**config.mk**
```make
export PLATFORM = sky130hd
export DESIGN_NAME = postfix_stack_evaluator_core_flat
export DESIGN_NICKNAME = d
export VERILOG_FILES = /design/src/hdl/pse_pkg.sv /design/src/hdl/pse_channels.sv /design/src/hdl/pse_stack.sv /design/src/hdl/pse_alu.sv /design/src/hdl/postfix_stack_evaluator_core.sv /design/src/flat_wrapper.sv
export VERILOG_INCLUDE_DIRS = /design/src /design/src/hdl
export SDC_FILE = /design/constraint.sdc
export NUM_CORES = 1
export LEC_CHECK = 0
export BUFFER_PORTS_ARGS = -buffer_cell sky130_fd_sc_hd__buf_2
export CORE_MARGIN = 5
export CORE_UTILIZATION = 44
export CTS_BUF_LIST = sky130_fd_sc_hd__clkbuf_4 sky130_fd_sc_hd__clkbuf_8
export DETAILED_ROUTE_END_ITERATION = 8
export PLACE_DENSITY = 0.64
export SYNTH_ARGS = -nofsm -noshare
export SYNTH_HDL_FRONTEND = slang
export SYNTH_SLANG_ARGS = --single-unit
export TNS_END_PERCENT = 5
```
**constraint.sdc**
```tcl
create_clock -name clock -period 6 [get_ports clock]
set_input_delay 0 -clock clock [delete_from_list [all_inputs] [get_ports clock]]
set_output_delay 0 -clock clock [all_outputs]
set_load 0.005 [all_outputs]
```
**src/hdl/postfix_stack_evaluator_core_defines.svh**
```systemverilog
// assertion macros shared by the evaluator rtl
`ifndef POSTFIX_STACK_EVALUATOR_CORE_DEFINES_SVH
`define POSTFIX_STACK_EVALUATOR_CORE_DEFINES_SVH

// same-cycle implication, checked outside reset
`define PSE_ASSERT_IMPLY(label, clk, rst, ante, cons, msg) \
   label: assert property (@(posedge clk) disable iff (rst) (ante) |-> (cons)) \
      else $error(msg);

// next-cycle implication, checked outside reset
`define PSE_ASSERT_NEXT(label, clk, rst, ante, cons, msg) \
   label: assert property (@(posedge clk) disable iff (rst) (ante) |=> (cons)) \
      else $error(msg);

`endif

```
**src/hdl/pse_pkg.sv**
```systemverilog
// package: field widths, codes and shared types of the postfix evaluator
package pse_pkg;

   localparam int DEFAULT_STACK_DEPTH = 16;
   localparam int DEFAULT_DATA_WIDTH  = 32;

   localparam int KIND_W   = 3;
   localparam int VALUE_W  = 32;
   localparam int TOP_W    = 32;
   localparam int STATUS_W = 2;
   localparam int FILL_W   = 5;

   // item kinds
   localparam logic [KIND_W-1:0] KIND_PUSH = 3'd0;
   localparam logic [KIND_W-1:0] KIND_ADD  = 3'd1;
   localparam logic [KIND_W-1:0] KIND_SUB  = 3'd2;
   localparam logic [KIND_W-1:0] KIND_MUL  = 3'd3;
   localparam logic [KIND_W-1:0] KIND_DIV  = 3'd4;
   localparam logic [KIND_W-1:0] KIND_NEG  = 3'd5;
   localparam logic [KIND_W-1:0] KIND_READ = 3'd6;

   // result status
   localparam logic [STATUS_W-1:0] STATUS_OK        = 2'd0;
   localparam logic [STATUS_W-1:0] STATUS_UNDERFLOW = 2'd1;
   localparam logic [STATUS_W-1:0] STATUS_OVERFLOW  = 2'd2;
   localparam logic [STATUS_W-1:0] STATUS_DIV_ZERO  = 2'd3;

   // alu operations
   localparam logic [1:0] ALU_ADD = 2'd0;
   localparam logic [1:0] ALU_SUB = 2'd1;
   localparam logic [1:0] ALU_MUL = 2'd2;
   localparam logic [1:0] ALU_DIV = 2'd3;

   typedef struct packed {
      logic       start;
      logic [1:0] op;
   } alu_ctrl_type;

endpackage

```
**src/hdl/pse_channels.sv**
```systemverilog
// interfaces: request and response channels of the postfix evaluator
interface pse_req_if import pse_pkg::*; ();
   logic                      valid;
   logic                      ready;
   logic [KIND_W-1:0]         kind;
   logic signed [VALUE_W-1:0] value;

   modport source (output valid, kind, value, input ready);
   modport sink   (input valid, kind, value, output ready);
endinterface

interface pse_rsp_if import pse_pkg::*; ();
   logic                     valid;
   logic                     ready;
   logic signed [TOP_W-1:0]  top_value;
   logic [STATUS_W-1:0]      status;
   logic [FILL_W-1:0]        fill;

   modport source (output valid, top_value, status, fill, input ready);
   modport sink   (input valid, top_value, status, fill, output ready);
endinterface

```
**src/hdl/pse_stack.sv**
```systemverilog
// operand memory: one write port, one registered read port
module pse_stack import pse_pkg::*; #(
   parameter int STACK_DEPTH = DEFAULT_STACK_DEPTH,
   parameter int DATA_WIDTH  = DEFAULT_DATA_WIDTH,
   localparam int ADDR_W     = $clog2(STACK_DEPTH)
) (
   input  logic                  clock,
   input  logic                  wr_en,
   input  logic [ADDR_W-1:0]     wr_addr,
   input  logic [DATA_WIDTH-1:0] wr_data,
   input  logic                  rd_en,
   input  logic [ADDR_W-1:0]     rd_addr,
   output logic [DATA_WIDTH-1:0] rd_data
);

   logic [DATA_WIDTH-1:0] mem_ff [STACK_DEPTH];
   logic [DATA_WIDTH-1:0] rd_data_ff;

   always_ff @(posedge clock) begin
      if (wr_en) begin
         mem_ff[wr_addr] <= wr_data;
      end
   end

   always_ff @(posedge clock) begin
      if (rd_en) begin
         rd_data_ff <= mem_ff[rd_addr];
      end
   end

   assign rd_data = rd_data_ff;

endmodule

```
**src/hdl/pse_alu.sv**
```systemverilog
// bit-serial alu: serial add/subtract, shift-add multiply, restoring divide
module pse_alu import pse_pkg::*; #(
   parameter int DATA_WIDTH = DEFAULT_DATA_WIDTH
) (
   input  logic                  clock,
   input  logic                  reset,
   input  alu_ctrl_type          ctrl,
   input  logic [DATA_WIDTH-1:0] left,
   input  logic [DATA_WIDTH-1:0] right,
   output logic                  done,
   output logic [DATA_WIDTH-1:0] result
);

   localparam int CNT_W = $clog2(DATA_WIDTH);
   localparam logic [CNT_W-1:0] CNT_LAST = CNT_W'(DATA_WIDTH - 1);

   localparam logic [1:0] PH_IDLE = 2'd0;
   localparam logic [1:0] PH_RUN  = 2'd1;
   localparam logic [1:0] PH_FIX  = 2'd2;

   logic [1:0]            phase_ff, phase_in;
   logic [CNT_W-1:0]      cnt_ff, cnt_in;
   logic [1:0]            op_ff, op_in;
   logic [DATA_WIDTH-1:0] a_ff, a_in;
   logic [DATA_WIDTH-1:0] b_ff, b_in;
   logic [DATA_WIDTH-1:0] acc_ff, acc_in;
   logic [DATA_WIDTH-1:0] rem_ff, rem_in;
   logic                  carry_ff, carry_in;
   logic                  neg_ff, neg_in;
   logic                  done_ff, done_in;

   logic                  b_bit;
   logic                  sum_bit;
   logic [DATA_WIDTH:0]   shifted;
   logic [DATA_WIDTH:0]   trial;

   always_comb begin
      phase_in = phase_ff;
      cnt_in   = cnt_ff;
      op_in    = op_ff;
      a_in     = a_ff;
      b_in     = b_ff;
      acc_in   = acc_ff;
      rem_in   = rem_ff;
      carry_in = carry_ff;
      neg_in   = neg_ff;
      done_in  = 1'b0;

      b_bit    = b_ff[0] ^ (op_ff == ALU_SUB);
      sum_bit  = a_ff[0] ^ b_bit ^ carry_ff;
      shifted  = {rem_ff, a_ff[DATA_WIDTH-1]};
      trial    = shifted - {1'b0, b_ff};

      unique case (phase_ff)
         PH_IDLE: begin
            if (ctrl.start) begin
               phase_in = PH_RUN;
               cnt_in   = CNT_LAST;
               op_in    = ctrl.op;
               acc_in   = '0;
               rem_in   = '0;
               carry_in = (ctrl.op == ALU_SUB);
               neg_in   = left[DATA_WIDTH-1] ^ right[DATA_WIDTH-1];
               if (ctrl.op == ALU_DIV) begin
                  a_in = left[DATA_WIDTH-1] ? '0 - left : left;
                  b_in = right[DATA_WIDTH-1] ? '0 - right : right;
               end else begin
                  a_in = left;
                  b_in = right;
               end
            end
         end
         PH_RUN: begin
            case (op_ff) inside
               ALU_ADD, ALU_SUB: begin
                  acc_in   = {sum_bit, acc_ff[DATA_WIDTH-1:1]};
                  carry_in = (a_ff[0] & b_bit) | (carry_ff & (a_ff[0] ^ b_bit));
                  a_in     = a_ff >> 1;
                  b_in     = b_ff >> 1;
               end
               ALU_MUL: begin
                  if (b_ff[0]) begin
                     acc_in = acc_ff + a_ff;
                  end
                  a_in = a_ff << 1;
                  b_in = b_ff >> 1;
               end
               default: begin
                  // restoring divide, one quotient bit a cycle
                  if (trial[DATA_WIDTH]) begin
                     rem_in = shifted[DATA_WIDTH-1:0];
                     a_in   = {a_ff[DATA_WIDTH-2:0], 1'b0};
                  end else begin
                     rem_in = trial[DATA_WIDTH-1:0];
                     a_in   = {a_ff[DATA_WIDTH-2:0], 1'b1};
                  end
               end
            endcase
            if (cnt_ff == '0) begin
               if (op_ff == ALU_DIV) begin
                  phase_in = PH_FIX;
               end else begin
                  phase_in = PH_IDLE;
                  done_in  = 1'b1;
               end
            end else begin
               cnt_in = cnt_ff - 1'b1;
            end
         end
         PH_FIX: begin
            acc_in   = neg_ff ? '0 - a_ff : a_ff;
            phase_in = PH_IDLE;
            done_in  = 1'b1;
         end
         default: begin
            phase_in = PH_IDLE;
         end
      endcase
   end

   always_ff @(posedge clock) begin
      if (reset) begin
         phase_ff <= PH_IDLE;
         done_ff  <= 1'b0;
      end else begin
         phase_ff <= phase_in;
         done_ff  <= done_in;
      end
   end

   always_ff @(posedge clock) begin
      cnt_ff   <= cnt_in;
      op_ff    <= op_in;
      a_ff     <= a_in;
      b_ff     <= b_in;
      acc_ff   <= acc_in;
      rem_ff   <= rem_in;
      carry_ff <= carry_in;
      neg_ff   <= neg_in;
   end

   assign done   = done_ff;
   assign result = acc_ff;

endmodule

```
**src/hdl/postfix_stack_evaluator_core.sv**
```systemverilog
// top level: postfix evaluator with operand memory, top register and serial alu
//
//   channel  | role   | transfer holds
//   ---------+--------+--------------------------------------
//   req_ch   | sink   | kind, value
//   rsp_ch   | source | top_value, status, fill
//
// push, read top, refused or no-op items pass from decode straight to finish
// add, subtract, multiply, negate and divide wait in exec for the alu, divide with
// a final sign-fix step; the bit-serial alu works one bit per cycle
// reset is synchronous: clears fill count and control, memory keeps its contents
// a result waits in the output register while the next item is taken; an item
// only stalls at its end if the previous result is still untaken
`include "postfix_stack_evaluator_core_defines.svh"

module postfix_stack_evaluator_core import pse_pkg::*; #(
   parameter int STACK_DEPTH = DEFAULT_STACK_DEPTH,
   parameter int DATA_WIDTH  = DEFAULT_DATA_WIDTH
) (
   input  logic   clock,
   input  logic   reset,
   pse_req_if.sink   req_ch,
   pse_rsp_if.source rsp_ch
);

   localparam int ADDR_W = $clog2(STACK_DEPTH);
   localparam int CNT_W  = $clog2(STACK_DEPTH + 1);
   localparam logic [CNT_W-1:0] CNT_FULL = CNT_W'(STACK_DEPTH);
   localparam logic [CNT_W-1:0] CNT_TWO  = CNT_W'(2);

   // controller states
   localparam logic [1:0] S_IDLE   = 2'd0;
   localparam logic [1:0] S_DECODE = 2'd1;
   localparam logic [1:0] S_EXEC   = 2'd2;
   localparam logic [1:0] S_FINISH = 2'd3;

   logic [1:0]            state_ff, state_in;
   logic [CNT_W-1:0]      count_ff, count_in;
   logic [DATA_WIDTH-1:0] top_ff, top_in;
   logic [KIND_W-1:0]     kind_ff, kind_in;
   logic [DATA_WIDTH-1:0] value_ff, value_in;
   logic [STATUS_W-1:0]   status_ff, status_in;
   logic                  pop_ff, pop_in;

   // output register
   logic                  rsp_valid_ff, rsp_valid_in;
   logic [TOP_W-1:0]      out_top_ff, out_top_in;
   logic [STATUS_W-1:0]   out_status_ff, out_status_in;
   logic [FILL_W-1:0]     out_fill_ff, out_fill_in;

   logic                  req_xfer;
   logic                  out_free;
   logic [63:0]           value_ext;

   logic                  mem_wr_en;
   logic [ADDR_W-1:0]     mem_wr_addr;
   logic [ADDR_W-1:0]     mem_rd_addr;
   logic [DATA_WIDTH-1:0] second;

   alu_ctrl_type          alu_ctrl;
   logic [DATA_WIDTH-1:0] alu_left;
   logic                  alu_done;
   logic [DATA_WIDTH-1:0] alu_result;

   assign req_ch.ready = (state_ff == S_IDLE);
   assign req_xfer     = req_ch.valid && req_ch.ready;
   assign out_free     = !rsp_valid_ff || rsp_ch.ready;

   // sign-extend from 32 bits, then keep the data width
   assign value_ext   = {{(64 - VALUE_W){req_ch.value[VALUE_W-1]}}, req_ch.value};

   // second from top sits just below the top register
   assign mem_rd_addr = ADDR_W'(count_ff - CNT_TWO);
   assign mem_wr_addr = ADDR_W'(count_ff - 1'b1);

   pse_stack #(
      .STACK_DEPTH (STACK_DEPTH),
      .DATA_WIDTH  (DATA_WIDTH)
   ) u_stack (
      .clock   (clock),
      .wr_en   (mem_wr_en),
      .wr_addr (mem_wr_addr),
      .wr_data (top_ff),
      .rd_en   (req_xfer),
      .rd_addr (mem_rd_addr),
      .rd_data (second)
   );

   pse_alu #(
      .DATA_WIDTH (DATA_WIDTH)
   ) u_alu (
      .clock  (clock),
      .reset  (reset),
      .ctrl   (alu_ctrl),
      .left   (alu_left),
      .right  (top_ff),
      .done   (alu_done),
      .result (alu_result)
   );

   always_comb begin
      state_in      = state_ff;
      count_in      = count_ff;
      top_in        = top_ff;
      kind_in       = kind_ff;
      value_in      = value_ff;
      status_in     = status_ff;
      pop_in        = pop_ff;
      mem_wr_en     = 1'b0;
      alu_ctrl      = '0;
      alu_left      = second;
      rsp_valid_in  = rsp_valid_ff && !rsp_ch.ready;
      out_top_in    = out_top_ff;
      out_status_in = out_status_ff;
      out_fill_in   = out_fill_ff;

      unique case (state_ff)
         S_IDLE: begin
            if (req_xfer) begin
               kind_in  = req_ch.kind;
               value_in = DATA_WIDTH'(value_ext);
               state_in = S_DECODE;
            end
         end
         S_DECODE: begin
            status_in = STATUS_OK;
            pop_in    = 1'b0;
            state_in  = S_FINISH;
            unique case (kind_ff) inside
               KIND_PUSH: begin
                  if (count_ff == CNT_FULL) begin
                     status_in = STATUS_OVERFLOW;
                  end else begin
                     // old top drops into memory
                     mem_wr_en = (count_ff != '0);
                     top_in    = value_ff;
                     count_in  = count_ff + 1'b1;
                  end
               end
               KIND_ADD, KIND_SUB, KIND_MUL, KIND_DIV: begin
                  if (count_ff < CNT_TWO) begin
                     status_in = STATUS_UNDERFLOW;
                  end else if (kind_ff == KIND_DIV && top_ff == '0) begin
                     status_in = STATUS_DIV_ZERO;
                  end else begin
                     alu_ctrl.start = 1'b1;
                     pop_in         = 1'b1;
                     state_in       = S_EXEC;
                     unique case (kind_ff)
                        KIND_ADD: alu_ctrl.op = ALU_ADD;
                        KIND_SUB: alu_ctrl.op = ALU_SUB;
                        KIND_MUL: alu_ctrl.op = ALU_MUL;
                        default:  alu_ctrl.op = ALU_DIV;
                     endcase
                  end
               end
               KIND_NEG: begin
                  if (count_ff == '0) begin
                     status_in = STATUS_UNDERFLOW;
                  end else begin
                     // negate as zero minus top
                     alu_ctrl.start = 1'b1;
                     alu_ctrl.op    = ALU_SUB;
                     alu_left       = '0;
                     state_in       = S_EXEC;
                  end
               end
               KIND_READ: begin
                  if (count_ff == '0) begin
                     status_in = STATUS_UNDERFLOW;
                  end
               end
               default: begin
                  // unused kind: nothing changes
               end
            endcase
         end
         S_EXEC: begin
            if (alu_done) begin
               top_in   = alu_result;
               state_in = S_FINISH;
               if (pop_ff) begin
                  count_in = count_ff - 1'b1;
               end
            end
         end
         S_FINISH: begin
            if (out_free) begin
               rsp_valid_in  = 1'b1;
               out_top_in    = (count_ff == '0) ? '0 : TOP_W'(top_ff);
               out_status_in = status_ff;
               out_fill_in   = FILL_W'(count_ff);
               state_in      = S_IDLE;
            end
         end
         default: begin
            state_in = S_IDLE;
         end
      endcase
   end

   always_ff @(posedge clock) begin
      if (reset) begin
         state_ff     <= S_IDLE;
         count_ff     <= '0;
         rsp_valid_ff <= 1'b0;
      end else begin
         state_ff     <= state_in;
         count_ff     <= count_in;
         rsp_valid_ff <= rsp_valid_in;
      end
   end

   always_ff @(posedge clock) begin
      top_ff        <= top_in;
      kind_ff       <= kind_in;
      value_ff      <= value_in;
      status_ff     <= status_in;
      pop_ff        <= pop_in;
      out_top_ff    <= out_top_in;
      out_status_ff <= out_status_in;
      out_fill_ff   <= out_fill_in;
   end

   assign rsp_ch.valid     = rsp_valid_ff;
   assign rsp_ch.top_value = out_top_ff;
   assign rsp_ch.status    = out_status_ff;
   assign rsp_ch.fill      = out_fill_ff;

   // fill count never passes the depth
   `PSE_ASSERT_IMPLY(a_fill_bound, clock, reset, 1'b1, count_ff <= CNT_FULL, "fill beyond depth")

   // alu finishes only while the controller waits for it
   `PSE_ASSERT_IMPLY(a_done_in_exec, clock, reset, alu_done, state_ff == S_EXEC, "stray alu done")

   // memory is written only by a push onto a partly filled stack
   `PSE_ASSERT_IMPLY(a_push_write, clock, reset, mem_wr_en, kind_ff == KIND_PUSH && count_ff != '0 && count_ff != CNT_FULL, "bad memory write")

   // an accepted item is decoded next and blocks further transfers
   `PSE_ASSERT_NEXT(a_accept_decode, clock, reset, req_xfer, state_ff == S_DECODE && !req_ch.ready, "accept not followed by decode")

endmodule

```
**src/flat_wrapper.sv**
```systemverilog
// flat-port wrapper written by rule: the top's interface ports become plain ports
module postfix_stack_evaluator_core_flat import pse_pkg::*;
#(
   parameter int STACK_DEPTH = DEFAULT_STACK_DEPTH,
   parameter int DATA_WIDTH  = DEFAULT_DATA_WIDTH
)
  (clock, reset, req_ch_valid, req_ch_kind, req_ch_value, req_ch_ready, rsp_ch_valid, rsp_ch_top_value, rsp_ch_status, rsp_ch_fill, rsp_ch_ready);
  pse_req_if req_ch_i ();
  pse_rsp_if rsp_ch_i ();
  input  logic clock;
  input  logic reset;
  input wire logic [$bits(req_ch_i.valid)-1:0] req_ch_valid;
  input wire logic [$bits(req_ch_i.kind)-1:0] req_ch_kind;
  input wire logic [$bits(req_ch_i.value)-1:0] req_ch_value;
  output wire logic [$bits(req_ch_i.ready)-1:0] req_ch_ready;
  output wire logic [$bits(rsp_ch_i.valid)-1:0] rsp_ch_valid;
  output wire logic [$bits(rsp_ch_i.top_value)-1:0] rsp_ch_top_value;
  output wire logic [$bits(rsp_ch_i.status)-1:0] rsp_ch_status;
  output wire logic [$bits(rsp_ch_i.fill)-1:0] rsp_ch_fill;
  input wire logic [$bits(rsp_ch_i.ready)-1:0] rsp_ch_ready;
  assign req_ch_i.valid = req_ch_valid;
  assign req_ch_i.kind = req_ch_kind;
  assign req_ch_i.value = req_ch_value;
  assign req_ch_ready = req_ch_i.ready;
  assign rsp_ch_valid = rsp_ch_i.valid;
  assign rsp_ch_top_value = rsp_ch_i.top_value;
  assign rsp_ch_status = rsp_ch_i.status;
  assign rsp_ch_fill = rsp_ch_i.fill;
  assign rsp_ch_i.ready = rsp_ch_ready;
  postfix_stack_evaluator_core #(.STACK_DEPTH(STACK_DEPTH), .DATA_WIDTH(DATA_WIDTH)) u_core (.clock(clock), .reset(reset), .req_ch(req_ch_i), .rsp_ch(rsp_ch_i));
endmodule
```
==> summary.md <==
| Metric | Value |
|---|---|
| Status | finished, final reports clean |
| Crit end category | flop |
| Wirelength per Cell | roughly 26 um |
| Initial Util | approximately 44% |
| Row count | between 100 and 150 |
| Post-synth EDFFs | roughly 800 |
| Top Ports | 80 |
| Final hold vios | 0 |
| Startpoint Class | flop |
| FF-to-FF path depth | 11 |
| Total Nets Final | ~2,800 |
| Leak | roughly 0.014 uW |
| Avg Inst Size Synth | approximately 15 sq um |
| Clk sinks | around 800 |
| Synthesis-to-layout area growth | 13.8% |
| Setup TNS | 0 ns |
| Crit Path Max Fanout | 32 |
| Crit path max-delay family | simple AND/OR/NAND/NOR gates |
| Final Critical Period | 4.28 ns |
| Die height | about 300 um |
| Slew Limit Fails | 0 |
| Crit path buf inv count | 2 |
| DIE AREA | between 80,000 and 90,000 sq um |
| H-tree depth | 4 |
| GRT overflow | 0 |
| Fmax | about 230 MHz |
| Dpl hpwl | between 60 and 70 mm |
| Clk Latency, worst-skew pair | approximately 0.81 ns |
| Mapped cell area | between 30,000 and 40,000 sq um |
| Placed cells | 3,496 |
| Final period util | between 70% and 80% |
| CP most frequent cell | inv_1 |
| Hold Path Stages | 6 |
| Fill cells | a little under 7,000 |
| CP required | about 6.3 ns |
| Final wirelength | 99.9 mm |
| Largest net degree at the start of global routing | 73 |
| Slew headroom | between 10% and 20% |
| TritonRoute pass-1 iters | 5 |
| Clock Path Buffers | 3 |
| Layout Skew | approximately 0.04 ns |
| Clock Pin Slew Worst Setup and Hold Paths | 0.06 ns |
| Seq/Total Area, Yosys | between 60 and 70% |
| CP arrival | 4.60 ns |
| CP max-delay cell | edfxtp_1 |
| Slew of the pin with the lowest slew margin | ~1.2 ns |
| Setup Buffers After CTS | 0 |
| Max-cap violations | 0 |
| Final setup viols | 0 |
| Max VDD drop | between 200 and 250 uV |
| Clock buffer count from CTS | approximately 130 |
| DRT antenna net count | 0 |
| Final Wtd Congestion | ~0.94 |
| Drt via density | 5.97 |
| #FFs+latches synth | around 800 |
| Yosys Warn Count | 0 |
| Vias in the first global route | approximately 23,000 |
| Synth Instances | between 2,000 and 2,500 |
| Mapped Nets | approximately 2,500 |
| Unrepaired setup endpoints after global routing | no |
| Die width | between 200 and 300 um |
| TritonCTS clock tree | built |
| I/O Buffers | 79 |
| Dominant synthesized flop cell | edfxtp_1 |
| First-pass GRT wire length | around 150 mm |
| Core Area | roughly 83,000 sq um |
| Vias | approximately 23,000 |
| Worst path depth | 11 |
| Hold WC Path Type | in -> reg |
| 1st-iter DRT viols | about 2,500 |
| Share of cells above drive strength 1 | between 20% and 30% |
| WS Path Type | reg -> reg |
| Count of cell types in the netlist | 90 |
| Initial antenna violation count | 7 |
| Clk Tree Root Cell | clkbuf_8 |
| Detailed-route DRC error count | 0 |
| Pwr dens | between 400 and 500 nW/um^2 |
| Fin cells | about 3,800 |
| All-Layer GR Usage | between 20% and 30% |
| CP max stage delay | around 0.65 ns |
| Async S/R FF share, synth | 0% |
| CP Cell Sequence | inv_1, ha_1, nor2b_1, nand4_1, and4bb_2, nand2_1, a21oi_1, a2bb2oi_1, nor2_1, mux2i_2, inv_1 |
## path summary, 6_finish.rpt
| check | from | endpoint | slack (ns) |
|---|---|---|---|
| setup / recovery | u_core.top_ff[0]$_DFFE_PP_ | u_core.u_alu.a_ff[5]$_DFFE_PP_ | 1.72 |
| hold / removal | rsp_ch_ready | u_core.state_ff[0]$_SDFFE_PP0P_ | 0.15 |
| setup reg to reg | u_core.top_ff[0]$_DFFE_PP_ | u_core.u_alu.a_ff[5]$_DFFE_PP_ | 1.72 |
| hold reg to reg | u_core.status_ff[0]$_DFFE_PN_ | u_core.rsp_ch.status[0]$_DFFE_PP_ | 0.48 |
## Yosys cell counts (all sizes together), types with 12 or more instances
library cell,count,area (sq um)
nand2b,14,87.6
and3,12,75.1
nand2,144,556
a222oi,12,120
mux2i,59,594
nor3,36,185
a21o,31,233
buf,28,176
o21a,12,90.1
o31ai,27,216
a21oi,130,688
mux2,33,372
clkbuf,84,315
nor2b,48,300
xor2,54,480
a211oi,16,130
nand3,23,115
o21ai,102,510
xnor2,88,771
ha,83,1040
inv,69,259
nor2,151,569
mux4,160,3600
edfxtp,790,23700
o22ai,22,138
## where the power goes
| group | internal [uW] | leakage (uW) | switching (uW) |
|---|---|---|---|
| registers | 7170 | 0.00725 | 745 |
| logic | 2080 | 0.00528 | 2920 |
| clock network | 2400 | 0.00133 | 2260 |
## cell families after synthesis
logic type | Yosys count | synth area share [%]
and+or+nand+nor | 503 | 6.60
AOI/OAI and AO/OA | 442 | 7.81
DFF | 801 | 64.8
adders and majority gates | 87 | 3.00
muxes | 252 | 12.4
xor gates and xnor gates | 142 | 3.39
buffers and inverters | 181 | 2.03
## placed cells by master, fill, tap and decap left out, drive strengths merged, types with 6 or more instances in the layout
| master | count |
|---|---|
| a211oi | 16 |
| a21boi | 7 |
| a21o | 31 |
| a21oi | 130 |
| a222oi | 12 |
| a22oi | 10 |
| a31oi | 8 |
| and2 | 8 |
| and3 | 12 |
| buf | 120 |
| clkbuf | 163 |
| clkinv | 60 |
| dfxtp | 11 |
| dlygate4sd3 | 74 |
| edfxtp | 790 |
| ha | 83 |
| inv | 77 |
| mux2 | 33 |
| mux2i | 59 |
| mux4 | 160 |
| nand2 | 144 |
| nand2b | 14 |
| nand3 | 23 |
| nand3b | 6 |
| nand4 | 11 |
| nor2 | 151 |
| nor2b | 48 |
| nor3 | 36 |
| nor3b | 9 |
| nor4 | 8 |
| o211ai | 11 |
| o21a | 12 |
| o21ai | 102 |
| o22ai | 22 |
| o31ai | 27 |
| o41ai | 10 |
| or3 | 6 |
| or4 | 11 |
| xnor2 | 88 |
| xor2 | 54 |
## stage by stage
step | util [%] | worst slack, ns | power [uW] | hold slack [ns] | instance area, sq um
floorplan | - | 0.647 | 11100 | 0.0989 | 36900
global placement | 46.4 | 1.93 | 12900 | 0.179 | 38700
detailed placement | 46.4 | 1.80 | 12900 | 0.178 | 38700
CTS | 50.4 | 1.73 | 17700 | 0.0717 | 42000
global route | 50.4 | 1.36 | 18300 | 0.152 | 42000
finish | 50.4 | 1.72 | 17600 | 0.151 | 42000
## state kept, by name, summed over array words and instances, names as in the netlist, 3 cells and up
| name | flops |
|---|---|
| u_core.rsp_ch.top_value | 32 |
| u_core.u_stack.mem_ff | 512 |
| u_core.u_stack.rd_data | 32 |
| u_core.u_alu.result | 32 |
| u_core.u_alu.cnt_ff | 5 |
| u_core.kind_ff | 3 |
| u_core.rsp_ch.fill | 5 |
| u_core.count_ff | 5 |
| u_core.u_alu.a_ff | 32 |
| u_core.u_alu.rem_ff | 32 |
| u_core.value_ff | 32 |
| u_core.u_alu.b_ff | 32 |
| u_core.top_ff | 32 |
## routing by layer
layer | part of all wire, % | track usage (%)
met5 | 0.012 | 0
met4 | 2.2 | 6.30
met3 | 7.6 | 4.31
met2 | 48 | 34.7
met1 | 43 | 31.4
## tightest hold or removal path: stages
cell and delay (ns):
buf_2 0.08, nor2b_1 0.13, a21oi_1 0.37, nand2b_1 0.08
o21ai_0 0.15, a21oi_1 0.07
## repair_timing
item | CTS | global route
hold buffers | 74 | 0
endpoints found under the hold margin | 67 | 0
endpoints found under the setup margin | 0 | 0
gates resized for setup | 0 | 0
## area by class of cell
type	instances	area, sq um	share of cell area, %
flip-flops and latches	801	24000	57.0
clock inverters	72	469	1.12
inverters	69	259	0.616
well taps	1080	1350	3.21
clock buffers	163	2070	4.94
multi-input cells	1426	12500	29.7
diodes	4	10.0	0.0238
repair buffers	194	1440	3.44
(Power assumes the default switching activity.)
